==> src/rtl/core/ddss_pkg.sv <==
// Shared types, command codes and the glyph-to-segment table for the display scanner.
package ddss_pkg;

    // Command codes carried in the input tuser
    localparam logic [2:0] CMD_TICK  = 3'd0;
    localparam logic [2:0] CMD_INT   = 3'd1;
    localparam logic [2:0] CMD_HUND  = 3'd2;
    localparam logic [2:0] CMD_DASH  = 3'd3;
    localparam logic [2:0] CMD_MODE  = 3'd4;

    // Mode text codes
    localparam logic [1:0] MODE_TXT_AUT = 2'd0;
    localparam logic [1:0] MODE_TXT_ON  = 2'd1;
    localparam logic [1:0] MODE_TXT_OFF = 2'd2;

    // Glyph codes
    localparam logic [4:0] GLYPH_BLANK = 5'd10;
    localparam logic [4:0] GLYPH_DASH  = 5'd11;
    localparam logic [4:0] GLYPH_T     = 5'd12;
    localparam logic [4:0] GLYPH_A     = 5'd13;
    localparam logic [4:0] GLYPH_N     = 5'd14;
    localparam logic [4:0] GLYPH_O     = 5'd15;
    localparam logic [4:0] GLYPH_F     = 5'd16;
    localparam logic [4:0] GLYPH_U     = 5'd17;

    localparam int          NUM_POS     = 6;
    localparam logic [5:0]  SELECT_NONE = 6'h3F;
    localparam logic [7:0]  POINT_BIT   = 8'h80;

    typedef logic [4:0] t_glyph;

    // Glyph load request for one three-digit display
    typedef struct packed {
        logic   load;      // write the three glyphs
        logic   pt_write;  // update the point flag
        logic   pt_value;
        t_glyph ones;
        t_glyph tens;
        t_glyph hund;
    } t_load;

    // Segment pattern per glyph, bits 0..6 = a..g
    function automatic logic [7:0] seg_lut(input t_glyph g);
        logic [7:0] s;
        case (g)
            5'd0:  s = 8'h3F;
            5'd1:  s = 8'h06;
            5'd2:  s = 8'h5B;
            5'd3:  s = 8'h4F;
            5'd4:  s = 8'h66;
            5'd5:  s = 8'h6D;
            5'd6:  s = 8'h7D;
            5'd7:  s = 8'h07;
            5'd8:  s = 8'h7F;
            5'd9:  s = 8'h6F;
            5'd11: s = 8'h40;
            5'd12: s = 8'h78;
            5'd13: s = 8'h77;
            5'd14: s = 8'h54;
            5'd15: s = 8'h5C;
            5'd16: s = 8'h71;
            5'd17: s = 8'h1C;
            default: s = 8'h00;
        endcase
        return s;
    endfunction

endpackage

==> src/rtl/core/ddss_glyph_enc.sv <==
// Command decode: turns a set command into the three glyphs and point flag for one display.
module ddss_glyph_enc (
    input  logic [2:0]           i_command,
    input  logic signed [10:0]   i_value,
    input  logic [1:0]           i_mode_code,
    output ddss_pkg::t_load      o_load
);
    import ddss_pkg::*;

    logic        w_blank_val;
    logic        w_neg;
    logic [9:0]  w_mag;
    logic [16:0] w_hprod;
    logic [3:0]  w_h;
    logic [6:0]  w_rem;
    logic [14:0] w_tprod;
    logic [3:0]  w_t;
    logic [3:0]  w_o;

    assign w_blank_val = (i_value == 11'sd1000);
    assign w_neg       = i_value[10];

    // Clamp to the displayable magnitude
    always_comb begin
        if (w_neg) begin
            if (i_command == CMD_INT && i_value >= -11'sd99) begin
                w_mag = 10'((-i_value));
            end else if (i_command == CMD_INT) begin
                w_mag = 10'd99;
            end else begin
                w_mag = 10'd0;
            end
        end else if (i_value > 11'sd999) begin
            w_mag = 10'd999;
        end else begin
            w_mag = i_value[9:0];
        end
    end

    // Digit split by reciprocal multiplies, exact for magnitudes up to 999
    assign w_hprod = 17'(w_mag) * 17'd41;
    assign w_h     = w_hprod[15:12];
    assign w_rem   = 7'(w_mag - 10'(w_h) * 10'd100);
    assign w_tprod = 15'(w_rem) * 15'd205;
    assign w_t     = w_tprod[14:11];
    assign w_o     = 4'(w_rem - 7'(w_t) * 7'd10);

    always_comb begin
        o_load          = '0;
        case (i_command)
            CMD_INT, CMD_HUND: begin
                o_load.load     = 1'b1;
                o_load.pt_write = 1'b1;
                o_load.pt_value = (i_command == CMD_HUND);
                if (w_blank_val) begin
                    o_load.ones = GLYPH_BLANK;
                    o_load.tens = GLYPH_BLANK;
                    o_load.hund = GLYPH_BLANK;
                end else begin
                    o_load.ones = t_glyph'(w_o);
                    o_load.tens = t_glyph'(w_t);
                    o_load.hund = (w_neg && i_command == CMD_INT) ? GLYPH_DASH
                                                                  : t_glyph'(w_h);
                end
            end
            CMD_DASH: begin
                o_load.load = 1'b1;
                o_load.ones = GLYPH_DASH;
                o_load.tens = GLYPH_DASH;
                o_load.hund = GLYPH_DASH;
            end
            CMD_MODE: begin
                case (i_mode_code)
                    MODE_TXT_AUT: begin
                        o_load.load = 1'b1;
                        o_load.ones = GLYPH_T;
                        o_load.tens = GLYPH_U;
                        o_load.hund = GLYPH_A;
                    end
                    MODE_TXT_ON: begin
                        o_load.load = 1'b1;
                        o_load.ones = GLYPH_N;
                        o_load.tens = GLYPH_O;
                        o_load.hund = GLYPH_BLANK;
                    end
                    MODE_TXT_OFF: begin
                        o_load.load = 1'b1;
                        o_load.ones = GLYPH_F;
                        o_load.tens = GLYPH_F;
                        o_load.hund = GLYPH_O;
                    end
                    default: o_load.load = 1'b0;
                endcase
            end
            default: o_load = '0;
        endcase
    end

endmodule

==> src/rtl/core/dual_display_seven_segment_scanner.sv <==
// Top level: input register, glyph store, scan logic and output register.
//
// Two three-digit seven-segment displays on one six-digit multiplexed bus.
// Position p belongs to display p mod 2 (ones at d, tens at d+2, hundreds
// at d+4). Input words on the s_ channel carry a command in tuser; set
// commands load glyphs and produce no output word, a tick command scans one
// position and produces exactly one output word on the m_ channel with the
// segment pattern and the active-low digit select.
// Timing: an accepted word sits in the input register and is decoded in the
// following cycle; a tick result is registered onto o_m_tvalid. One word per
// cycle is accepted while the output side takes its words; the single result
// register and the input register set that rate. When the receiver stalls
// with a result pending, the input register holds its word and o_s_tready
// drops once it is full; nothing is lost. Reset (synchronous, active low)
// clears all glyphs to zero, the scan position, the point flags,
// display_enable and both valid flags. display_enable must be written
// through i_cfg_we / i_cfg_wdata while idle; the block does not enforce it.
// While it is 0 ticks return a dark word and the scan position holds.
module dual_display_seven_segment_scanner (
    input  logic        i_clk,
    input  logic        i_rst_n,
    // configuration: display_enable
    input  logic        i_cfg_we,
    input  logic        i_cfg_wdata,
    // input stream
    input  logic        i_s_tvalid,
    output logic        o_s_tready,
    input  logic [15:0] i_s_tdata,   // [10:0] value, [12:11] mode_code, [15:13] zero
    input  logic [3:0]  i_s_tuser,   // [2:0] command, [3] display_select
    // output stream
    output logic        o_m_tvalid,
    input  logic        i_m_tready,
    output logic [15:0] o_m_tdata    // [7:0] segment_pattern, [13:8] digit_select_n
);
    import ddss_pkg::*;

    // Input register
    logic               r_in_valid;
    logic [2:0]         r_command;
    logic               r_dsel;
    logic signed [10:0] r_value;
    logic [1:0]         r_mode;

    // Block state
    logic               r_enable;
    t_glyph             r_glyph [NUM_POS];
    t_glyph             n_glyph [NUM_POS];
    logic [2:0]         r_scan;
    logic [2:0]         n_scan;
    logic [1:0]         r_point;
    logic [1:0]         n_point;

    // Output register
    logic               r_out_valid;
    logic [7:0]         r_seg;
    logic [5:0]         r_sel;

    logic               w_accept;
    logic               w_go;
    logic               w_tick;
    t_load              w_load;
    logic [2:0]         w_pos;
    t_glyph             w_g;
    logic [7:0]         w_seg;
    logic [5:0]         w_sel;

    assign w_go       = r_in_valid && (!r_out_valid || i_m_tready);
    assign o_s_tready = !r_in_valid || w_go;
    assign w_accept   = i_s_tvalid && o_s_tready;
    assign w_tick     = (r_command == CMD_TICK);

    ddss_glyph_enc u_enc (
        .i_command   (r_command),
        .i_value     (r_value),
        .i_mode_code (r_mode),
        .o_load      (w_load)
    );

    // Scan one position
    always_comb begin
        w_pos = (r_scan > 3'd5) ? 3'd0 : r_scan;
        w_g   = r_glyph[w_pos];
        w_seg = 8'h00;
        w_sel = SELECT_NONE;
        n_scan = r_scan;
        if (r_enable) begin
            if (w_g != GLYPH_BLANK) begin
                w_seg = seg_lut(w_g);
                w_sel = SELECT_NONE & ~(6'd1 << w_pos);
                if (w_pos[2] && r_point[w_pos[0]]) begin
                    w_seg = w_seg | POINT_BIT;
                end
            end
            n_scan = (w_pos == 3'd5) ? 3'd0 : w_pos + 3'd1;
        end
    end

    // Glyph and point flag updates
    always_comb begin
        n_point = r_point;
        for (int i = 0; i < NUM_POS; i++) begin
            n_glyph[i] = r_glyph[i];
        end
        if (w_load.pt_write) begin
            n_point[r_dsel] = w_load.pt_value;
        end
        if (w_load.load) begin
            n_glyph[{2'd0, r_dsel}] = w_load.ones;
            n_glyph[{2'd1, r_dsel}] = w_load.tens;
            n_glyph[{2'd2, r_dsel}] = w_load.hund;
        end
    end

    // Input register
    always_ff @(posedge i_clk) begin
        if (!i_rst_n) begin
            r_in_valid <= 1'b0;
        end else if (w_accept) begin
            r_in_valid <= 1'b1;
        end else if (w_go) begin
            r_in_valid <= 1'b0;
        end
        if (w_accept) begin
            r_command <= i_s_tuser[2:0];
            r_dsel    <= i_s_tuser[3];
            r_value   <= i_s_tdata[10:0];
            r_mode    <= i_s_tdata[12:11];
        end
    end

    // State and configuration
    always_ff @(posedge i_clk) begin
        if (!i_rst_n) begin
            r_enable <= 1'b0;
            r_scan   <= '0;
            r_point  <= '0;
            for (int i = 0; i < NUM_POS; i++) begin
                r_glyph[i] <= '0;
            end
        end else begin
            if (i_cfg_we) begin
                r_enable <= i_cfg_wdata;
            end
            if (w_go) begin
                if (w_tick) begin
                    r_scan <= n_scan;
                end
                r_point <= n_point;
                for (int i = 0; i < NUM_POS; i++) begin
                    r_glyph[i] <= n_glyph[i];
                end
            end
        end
    end

    // Result register
    always_ff @(posedge i_clk) begin
        if (!i_rst_n) begin
            r_out_valid <= 1'b0;
        end else if (w_go && w_tick) begin
            r_out_valid <= 1'b1;
        end else if (i_m_tready) begin
            r_out_valid <= 1'b0;
        end
        if (w_go && w_tick) begin
            r_seg <= w_seg;
            r_sel <= w_sel;
        end
    end

    assign o_m_tvalid = r_out_valid;
    assign o_m_tdata  = {2'b00, r_sel, r_seg};

endmodule

==> config.mk <==
export PLATFORM = sky130hd
export DESIGN_NAME = dual_display_seven_segment_scanner
export DESIGN_NICKNAME = d
export VERILOG_FILES = /design/src/rtl/core/ddss_pkg.sv /design/src/rtl/core/ddss_glyph_enc.sv /design/src/rtl/core/dual_display_seven_segment_scanner.sv
export SDC_FILE = /design/constraint.sdc
export NUM_CORES = 1
export LEC_CHECK = 0
export ABC_AREA = 1
export ABC_CLOCK_PERIOD_IN_PS = 12050
export BUFFER_PORTS_ARGS = -buffer_cell sky130_fd_sc_hd__buf_2
export CAP_MARGIN = 25
export CORE_MARGIN = 2
export CORE_UTILIZATION = 61
export CTS_BUF_LIST = sky130_fd_sc_hd__clkbuf_8
export DETAILED_ROUTE_END_ITERATION = 8
export PLACE_DENSITY = 0.84
export SYNTH_ARGS = -nofsm -noshare
export SYNTH_HDL_FRONTEND = slang
export SYNTH_HIERARCHICAL = 1
export SYNTH_SLANG_ARGS = --single-unit
==> constraint.sdc <==
create_clock -name i_clk -period 12.05 [get_ports i_clk]
set_clock_uncertainty 0.2 [all_clocks]
set_input_delay 1.8075 -clock i_clk [delete_from_list [all_inputs] [get_ports i_clk]]
set_output_delay 1.8075 -clock i_clk [all_outputs]
set_load 0.005 [all_outputs]
==> Yosys cells after proc, flatten, opt, wreduce, memory -nomap -nowiden <==
Memories as Yosys holds them, arrays and structs flattened.
Cells that the tools add are included.
{ "totals": {"ff_bits": 39, "ramBits": 30, "mem_bits_ro": 224, "in_bits": 26, "output_inout_bits": 18, "wordCells": 120, "mem_count": 2} }
{ "mem_list": {"columns": ["name", "depth", "word_bits", "rd", "rd_ports_with_merged_regs", "write_ports", "line", "source"], "rows": [
  ["(no name shown)", 32, 7, 1, 0, 0, "ddss_pkg.sv:45", "case (g)"],
  ["r_glyph", 6, 5, 7, 0, 6, "dual_display_seven_segment_scanner.sv:46", "t_glyph r_glyph [NUM_POS];"]
]} }
{ "classes": {"add_sub_neg": 4, "n_mul": 4, "n_lt_le_gt_ge": 12, "n_eq_ne": 9, "shift": 1, "n_mux": 43, "n_bitwise": 10, "reduce_logical": 24} }
{ "op_table": {"columns": ["operator", "count"], "rows": [
  ["bitwise mux 30 bit", 3],
  ["one-hot mux 15 bit (3 select lines)", 2],
  ["demux 5 bit (select 3 bit)", 3],
  ["2-to-1 mux 5 bit", 9],
  ["2-to-1 mux 10 bit", 3],
  ["2-to-1 mux 30 bit", 1],
  ["multiplier 10 x 6 -> 16 bit (second input constant)", 1],
  ["multiplier 7 x 8 -> 15 bit (second input constant)", 1],
  ["2-to-1 mux 14 bit", 1],
  ["greater-or-equal comparator 4 bit (second input constant)", 3],
  ["less-than comparator 4 x 1 -> 1 bit (second input constant)", 3],
  ["2-to-1 mux 1 bit", 12],
  ["== test 11 bit (second input constant)", 1],
  ["greater-or-equal comparator 11 x 8 -> 1 bit (second input constant)", 1],
  ["> comparator 11 bit (second input constant)", 1],
  ["logical AND 1 bit", 10],
  ["negation 10 bit", 1],
  ["2-to-1 mux 8 bit", 1],
  ["2-to-1 mux 7 bit", 1],
  ["subtractor 7 bit", 1],
  ["== test 3 x 2 -> 1 bit (second input constant)", 2],
  ["== test 3 bit (second input constant)", 2],
  ["2-to-1 mux 3 bit", 2],
  ["inverter 6 bit", 1],
  ["30 further kinds", 41]
]} }

==> Depth between registers and ports, before layout <==
Gate-level depths: netlist (run 1).
{ "logic_depth": {"word_depth": 17, "ltp_mapped": 57, "ltp_nobuf": 57} }

==> Modules after synthesis <==
The synthesis (run 1) kept the hierarchy.
{ "by_module_without_submodules": {"columns": ["mod", "n_inst", "cells_per_inst", "area_each_um2", "seq_area_each_um2"], "rows": [
  ["dual_display_seven_segment_scanner", 1, 391, 3622.2, 1991.9],
  ["ddss_glyph_enc", 1, 419, 2845.2, 0.0]
]} }

==> Worst setup path after synthesis (run 1) <==
Ideal clock, no wire load.
{ "synth_path": {"kind": "flip-flop to flip-flop", "from": "register r_value[0]", "to": "memory r_glyph[1][3] in the netlist's numbering, data pin", "setup_ns": 0.270, "t_arrival_ns": 8.674, "required_ns": 11.580, "slack_ns": 2.906, "stages_incl_launch_ff": 53, "path_buffers": 0, "period_less_slack_ns": 9.144, "path_cell_list": "edfxtp_1 > inv_1 > ha_1 > inv_1 > nor2_1 > nand2_1 > o21ai_0 > o21ai_0 > nand2_1 > nand2_1 > o21ai_0 > ha_1 > fa_1 > ha_1 > ha_1 > nand2_1 > inv_1 > a21oi_1 > [17 not listed] > inv_1 > fa_1 > inv_1 > ha_1 > or3b_2 > nor2_1 > nor4_1 > o21ai_1 > xor2_1 > fa_1 > xor2_1 > nand3b_1 > nand3_1 > nand2_1 > o21ai_1 > nand2_1 > nand2_1 > a21oi_1"} }
{ "synth_rtl": {"columns": ["item", "line", "source"], "rows": [
  ["from (decl)", "dual_display_seven_segment_scanner.sv:41", "logic signed [10:0] r_value;"],
  ["from (signal assigned)", "dual_display_seven_segment_scanner.sv:126", "r_value <= i_s_tdata[10:0];"],
  ["to (decl)", "dual_display_seven_segment_scanner.sv:46", null]
]} }

==> flow_metrics.env, run 1 <==
export IMPL_crit_family="adder cells"
export IMPL_r2r_end="r_glyph[0][3]$_SDFFCE_PN0P_"
export IMPL_fin_crit_sh_pct=85.0
export IMPL_finalMaxSlewViolations=0
export IMPL_worstMarginPinSlew_ns=1.03
export IMPL_cts_inserted_buffers=9
export IMPL_rows=37
export IMPL_placed_area_mm2=0.00674
export IMPL_regArea_mm2=0.00199
export IMPL_ys_ff_latch=69
export IMPL_portBuffers=38
export IMPL_hold_path_depth=2
export IMPL_antenna_left=0
export IMPL_critPathKind="reg2reg"
export IMPL_startpoint="r_value[0]$_DFFE_PP_"
export IMPL_fillers=838
export IMPL_clkLatencyLatePin_ns=0.35
export IMPL_clock_sinks=69
export IMPL_first_pass_iters=5
export IMPL_hold_viol_final=0
export IMPL_cts_max_level=3
export IMPL_cts_tree="done"
export IMPL_reg2reg_from="r_value[0]$_DFFE_PP_"
export IMPL_grt_usage_pct=25.1
export IMPL_r2r_cells=52
export IMPL_drtIter0Drc=257
export IMPL_relSlewSlack_pct=31.3
export IMPL_power_density_mw_per_mm2=175
export IMPL_fmax_ghz=0.0976
export IMPL_synth_area_mm2=0.00647
export IMPL_multi_input_area_mm2=0.00388
export IMPL_start_util_pct=62.6
export IMPL_cts_root_buf="clkbuf_8"
export IMPL_pin_count=44
export IMPL_fp_dieW_um=107
export IMPL_synth_cell_types=50
export IMPL_synth_cells=810
export IMPL_crit_path_end="r_glyph[0][3]$_SDFFCE_PN0P_"
export IMPL_ctsResizeCount=0
export IMPL_dp_hpwl_um=10500
export IMPL_synth_top_cell_area_share_pct=28.3
export IMPL_cp_depth=52
export IMPL_via_count=5274
export IMPL_cp_max_fo=6
export IMPL_setup_viol=0
export IMPL_max_stage_delay_ns=0.54
export IMPL_drt_wl_total_um=13300
export IMPL_final_nets=969
export IMPL_post_drt_wl_per_cell_um=13.5
export IMPL_grt_pass1_vias=5217
export IMPL_core_area_mm2=0.0103
export IMPL_worstPathRequired_ns=11.90
export IMPL_synth_area_leaders="edfxtp_1 28%, ha_1 17%, nand2_1 11%"
export IMPL_synth_avg_cell_area_um2=7.98
export IMPL_yosysTopAreaCell="edfxtp_1"
export IMPL_dieArea_mm2=0.0114
export IMPL_drc=0
export IMPL_cap_viol_max_count=0
export IMPL_mostFrequentLayoutCell="nand2_1"
export IMPL_drive_gt1_share_pct=15.7
export IMPL_crit_slowest_cell="fa_1"
export IMPL_ir_drop_mv=0.105
export IMPL_mostFrequentLayoutCells="181 x nand2_1, 118 x inv_1, 87 x ha_1"
export IMPL_cts_setup_buffers=0
export IMPL_crit_buf_inv=9
export IMPL_fin_crit_ns=10.24
export IMPL_start_kind="register"
export IMPL_antenna_found_initial=0
export IMPL_cp_end_kind="register"
export IMPL_drt_vias_per_instance=5.37
export IMPL_grt_max_degree=40
export IMPL_gp_congestion=0.897
export IMPL_p_leak_nw=3.50
export IMPL_overflow=0
export IMPL_ctsHoldBuffers=0
export IMPL_chipHeight_um=107
export IMPL_cpMostUsedCell="ha_1"
export IMPL_arrival_ns=10.09
export IMPL_grt_pass1_wl_um=23100
export IMPL_syn_to_final_growth_pct=7.54
export IMPL_ys_warnings_count=6
export IMPL_antenna_cells=0
export IMPL_finalSetupTns_ns=0
export IMPL_rsz0062_at_grt="no"
export IMPL_seq_area_frac_synth_pct=30.8
export IMPL_final_cell_area_mm2=0.00696
export IMPL_cts_buffer_depth=2
export IMPL_outcome="finished, final reports clean"
export IMPL_min_path_type="reg2reg"
export IMPL_cts_reportedPaths_clkPinSlew_ns=0.07
export IMPL_r2r_setup_slack_ns=1.81
sequential cells by signal (all words and copies together), names as in the netlist:
name / flops
r_dsel: 1
r_enable: 1
r_scan: 3
r_seg: 8
r_point: 2
r_command: 3
r_mode: 2
o_m_tvalid: 1
r_in_valid: 1
r_value: 11
r_sel: 6
r_glyph: 30
kinds of logic (layout without fill, tap and decap cells):
| family | Yosys count | after routing | share of synthesized area, % |
|---|---|---|---|
| flops | 69 | 69 | 30.8 |
| simple gates | 389 | 389 | 29.6 |
| mux | 1 | 1 | 0.155 |
| fa+ha+maj | 101 | 101 | 21.2 |
| other cells | 2 | 3 | 0.116 |
| compound gates | 90 | 90 | 7.70 |
| buf+inv | 149 | 185 | 9.29 |
| xor+xnor | 9 | 9 | 1.22 |
routing by layer:
metal / wire length (um) / vias up / track usage (%) / part of all wire (%)
li1: - / 2717 / - / -
met1: 5800 / 2383 / 31.8 / 44
met2: 6630 / 153 / 43.8 / 50
met3: 623 / 21 / 5.05 / 4.7
met4: 208 / 0 / 6.59 / 1.6
met5: 0 / - / 0 / 0
report_power, final:
group	internal (W)	switching (W)	leakage (nW)	total, W
clock network	0.000116	0.0000903	0.114	0.000206
registers	0.000274	0.00000822	0.658	0.000282
logic	0.000293	0.000438	2.73	0.000730
total	0.000682	0.000536	3.50	0.00122
tightest hold or removal path, cell delays in order (launching register included):
cell and delay, ns:
dfxtp_1 0.30, inv_1 0.06, a21oi_1 0.05
layout make-up:
type,count,area share (%)
Sequential cell,69,28.6
Clock buffer,9,1.78
Clock inverter,7,1.31
Multi-Input combinational cell,593,55.8
Timing Repair Buffer,42,3.17
Inverter,127,6.89
Tap cell,136,2.45
how the worst min path moves through the flow:
stage | startpoint | end | slack [ns]
final | r_point[0]$_SDFFE_PN0P_ | r_point[0]$_SDFFE_PN0P_ | 0.26
after global routing | r_point[0]$_SDFFE_PN0P_ | r_point[0]$_SDFFE_PN0P_ | 0.28
after CTS | r_point[0]$_SDFFE_PN0P_ | r_point[0]$_SDFFE_PN0P_ | 0.26
after detailed placement | r_point[1]$_SDFFE_PN0P_ | r_point[1]$_SDFFE_PN0P_ | 0.24
after global placement | r_point[1]$_SDFFE_PN0P_ | r_point[1]$_SDFFE_PN0P_ | 0.23
after floorplan | r_point[1]$_SDFFE_PN0P_ | r_point[1]$_SDFFE_PN0P_ | 0.22
Yosys cell counts, drive strengths merged:
| cell | number |
|---|---|
| mux2i | 1 |
| a221o | 1 |
| o21ai | 25 |
| xnor2 | 1 |
| o21bai | 1 |
| ha | 87 |
| nand3b | 4 |
| nor3 | 9 |
| o31ai | 1 |
| nor4 | 2 |
| nand2 | 204 |
| a21o | 2 |
| nor2 | 78 |
| o21a | 1 |
| dfxtp | 8 |
| a31oi | 1 |
| or3b | 1 |
| xor2 | 8 |
| nand3 | 74 |
| inv | 127 |
| o211ai | 2 |
| conb | 2 |
| clkbuf | 12 |
| a211oi | 2 |
| a311oi | 1 |
| or2 | 3 |
| or3 | 1 |
| fa | 14 |
| edfxtp | 61 |
| buf | 10 |
| nand4 | 13 |
| a21oi | 53 |
through the flow:
step	power (W)	cells	setup WS, ns	hold slack [ns]	util [%]
after global placement	0.000982	967	2.07	0.234	65.3
after CTS	0.00122	983	1.84	0.261	67.4
after floorplan	0.000861	811	2.91	0.223	-
final	0.00122	983	1.81	0.261	67.4
after global routing	0.00137	983	1.08	0.285	67.4
after detailed placement	0.00102	967	1.90	0.243	65.3
No activity file was read; power rests on OpenSTA's default activity.
==> inputs of run 2 (changes only) <==
--- a/config.mk
+++ b/config.mk
@@ -5,8 +5,8 @@
 export SDC_FILE = /design/constraint.sdc
 export NUM_CORES = 1
 export LEC_CHECK = 0
-export ABC_AREA = 1
-export ABC_CLOCK_PERIOD_IN_PS = 12050
+export ABC_AREA = 0
+export ABC_CLOCK_PERIOD_IN_PS = 9900
 export BUFFER_PORTS_ARGS = -buffer_cell sky130_fd_sc_hd__buf_2
 export CAP_MARGIN = 25
 export CORE_MARGIN = 2
==> constraint.sdc (replaced) <==
create_clock -name i_clk -period 9.9 [get_ports i_clk]
set_clock_uncertainty 0.2 [all_clocks]
set_input_delay 1.485 -clock i_clk [delete_from_list [all_inputs] [get_ports i_clk]]
set_output_delay 1.485 -clock i_clk [all_outputs]
set_load 0.005 [all_outputs]
==> run 2 against run 1 <==
  * The run now ends with setup timing left
  * Critical path depth down 3
  * Via count up 2.0%
  * First-iteration DRC count up 78%
  * Critical path type unchanged
==> flow_metrics.env, run 2 <==
export IMPL_outcome="finished, violations left"
export IMPL_violations="setup timing"
export IMPL_synth_cells=612
export IMPL_synthSimpleGateAreaFrac_pct=13.2
export IMPL_yosys_cell_count_top_type="ha_1"
export IMPL_largestRegisters="r_glyph (30), r_value (11), r_seg (8)"
export IMPL_synthMuxAreaShare_pct=9.90
export IMPL_cp_end_kind="register"
export IMPL_worstPathRequired_ns=9.79
export IMPL_cts_reportedPaths_clkPinSlew_ns=0.08
export IMPL_grt_pass1_vias=5438
export IMPL_final_cell_area_mm2=0.00779
export IMPL_crit_family="adder cells"
export IMPL_yosysTopAreaCell="edfxtp_1"
export IMPL_top_register="r_glyph"
export IMPL_cts_inserted_buffers=9
export IMPL_cts_root_buf="clkbuf_8"
export IMPL_fin_crit_ns=10.61
export IMPL_setup_viol=6
export IMPL_fmax_ghz=0.0942
export IMPL_worstMarginPinSlew_ns=0.820
export IMPL_ys_top_cells_by_count="87 x ha_1, 61 x edfxtp_1, 55 x nor2_1"
export IMPL_cts_tree="done"
export IMPL_seq_area_frac_synth_pct=31.3
export IMPL_synth_top_family_by_area="adder cells"
export IMPL_portBuffers=38
export IMPL_synth_adder_area_share_pct=21.7
export IMPL_synth_top_cell_area_share_pct=28.8
export IMPL_min_path_type="reg2reg"
export IMPL_via_count=5378
export IMPL_cpMostUsedCell="ha_2"
export IMPL_rsz0062_at_grt="yes"
export IMPL_finalWorstSetupSlack_ns=-0.714
export IMPL_drt_wl_total_um=16600
export IMPL_drc=0
export IMPL_mostFrequentLayoutCells="79 x buf_4, 70 x ha_1, 61 x edfxtp_1"
export IMPL_clock_sinks=69
export IMPL_p_leak_nw=3.46
export IMPL_pin_count=44
export IMPL_start_kind="register"
export IMPL_critPathKind="reg2reg"
export IMPL_start_util_pct=62.1
export IMPL_mostFrequentLayoutCell="buf_4"
export IMPL_grt_max_degree=33
export IMPL_clkLatencyLatePin_ns=0.36
export IMPL_post_drt_wl_per_cell_um=19.3
export IMPL_crit_slowest_cell="fa_1"
export IMPL_synth_area_leaders="edfxtp_1 29%, ha_1 17%, mux2i_1 6.8%"
export IMPL_drtIter0Drc=457
export IMPL_dp_cells=829
export IMPL_power_density_mw_per_mm2=360
export IMPL_chipHeight_um=106
export IMPL_hold_viol_final=0
export IMPL_synth_ff_type="edfxtp_1"
export IMPL_cts_max_level=3
export IMPL_drive_gt1_share_pct=32.0
export IMPL_synth_edf_count=61
export IMPL_grt_pass1_wl_um=25700
export IMPL_arrival_ns=10.51
export IMPL_largest_reg_flops=30
export IMPL_finalSetupTns_ns=-2.48
export IMPL_fp_dieW_um=106
export IMPL_finalMaxSlewViolations=0
export IMPL_relSlewSlack_pct=44.7
export IMPL_gp_congestion=0.861
export IMPL_antenna_found_initial=0
export IMPL_core_area_mm2=0.0102
export IMPL_ys_ff_latch=69
export IMPL_drt_vias_per_instance=6.23
export IMPL_p_total_w=0.00280
export IMPL_cp_max_fo=2
export IMPL_ir_drop_mv=0.364
export IMPL_first_pass_iters=5
export IMPL_fin_crit_sh_pct=107
export IMPL_max_stage_delay_ns=0.51
export IMPL_fillers=589
export IMPL_cts_buffer_depth=2
export IMPL_synthXorXnorAreaFrac_pct=4.15
export IMPL_dieArea_mm2=0.0113
export IMPL_dp_hpwl_um=11400
export IMPL_final_cells=863
export IMPL_grt_usage_pct=28.9
export IMPL_final_nets=850
export IMPL_async_flop_share_pct=0
export IMPL_synth_cell_types=88
export IMPL_antenna_cells=0
export IMPL_overflow=0
export IMPL_ys_warnings_count=6
export IMPL_cap_viol_max_count=0
export IMPL_crit_buf_inv=7
export IMPL_rows=37
export IMPL_syn_to_final_growth_pct=22.5
export IMPL_placed_area_mm2=0.00713
export IMPL_synth_compound_area_share_pct=14.2
export IMPL_synth_avg_cell_area_um2=10.4
export IMPL_synth_area_mm2=0.00636
export IMPL_antenna_left=0
[run 2: changes by cell type after synthesis, sizes merged, moves of 11 or more]
cell	previous run	this run
inv	127	54
nand3	74	16
mux2	0	11
a21oi	53	22
mux2i	1	43
nor2	78	56
xnor2	1	12
nor2b	0	13
nand2	204	29
[run 2: cell families after synthesis]
| family | after synthesis |
|---|---|
| flops | 69 |
| xor+xnor | 21 |
| mux | 57 |
| compound gates | 118 |
| other cells | 2 |
| buf+inv | 78 |
| simple gates | 165 |
| fa+ha+maj | 102 |
[run 2: path summary, 6_finish.rpt]
kind                            slack [ns]                    start                     endpoint  cells past startpoint
worst min register to register        0.35  r_point[0]$_SDFFE_PN0P_      r_point[0]$_SDFFE_PN0P_                      2
worst max-delay path                 -0.71     r_value[0]$_DFFE_PP_  r_glyph[1][3]$_SDFFCE_PN0P_                     49
worst min-delay path                  0.35  r_point[0]$_SDFFE_PN0P_      r_point[0]$_SDFFE_PN0P_                      2
worst max register to register       -0.71     r_value[0]$_DFFE_PP_  r_glyph[1][3]$_SDFFCE_PN0P_                     49
[run 2: stage by stage]
step / utilization, % / worst slack (ns) / hold WS (ns)
global route: 76.1 / -1.07 / 0.374
floorplan: - / -0.0790 / 0.282
finish: 76.1 / -0.714 / 0.350
global placement: 69.7 / -0.384 / 0.303
CTS: 73.8 / -0.381 / 0.345
detailed placement: 69.7 / -0.739 / 0.322
[run 2: layer usage]
layer / GRT usage, % / share of wire [%] / vias to the layer above
met5: 0 / 0 / -
met4: 11.7 / 4.4 / 0
met3: 4.84 / 6.7 / 71
met2: 50.3 / 50 / 263
met1: 35.7 / 38 / 2587
li1: - / - / 2457
[run 2: what timing repair did]
item / CTS / global route
endpoints found under the setup margin: 6 / 14
gates resized for setup: 27 / 29
hold endpoints to repair: 0 / 0
pin swaps: 29 / 26
hold buffers: 0 / 0
setup buffers: 7 / 12
[run 2: worst reg2reg max path, delay by kind of cell, from the launching register on]
family | cells | cell delay (ns)
fa+ha+maj | 13 | 3.93
compound gates | 11 | 2.52
xor+xnor | 10 | 1.94
simple gates | 7 | 0.75
flops | 1 | 0.42
buf+inv | 7 | 0.33
mux | 1 | 0.24
[run 2: power breakdown]
part           leakage [nW]  switching, W  internal [W]
Sequential            0.660     0.0000141      0.000336
Clock                0.0808      0.000114     0.0000967
Combinational          2.72       0.00109       0.00115
[run 2: final cells by class]
class                      count  area, um2  area share, %
clock buffer                  10        138           1.77
tap                          136        170           2.19
timing repair buffer         122        837           10.8
clock inverter                 5       36.3          0.466
multi-input combinational    466       4400           56.6
inverter                      55        209           2.68
sequential                    69       1990           25.6
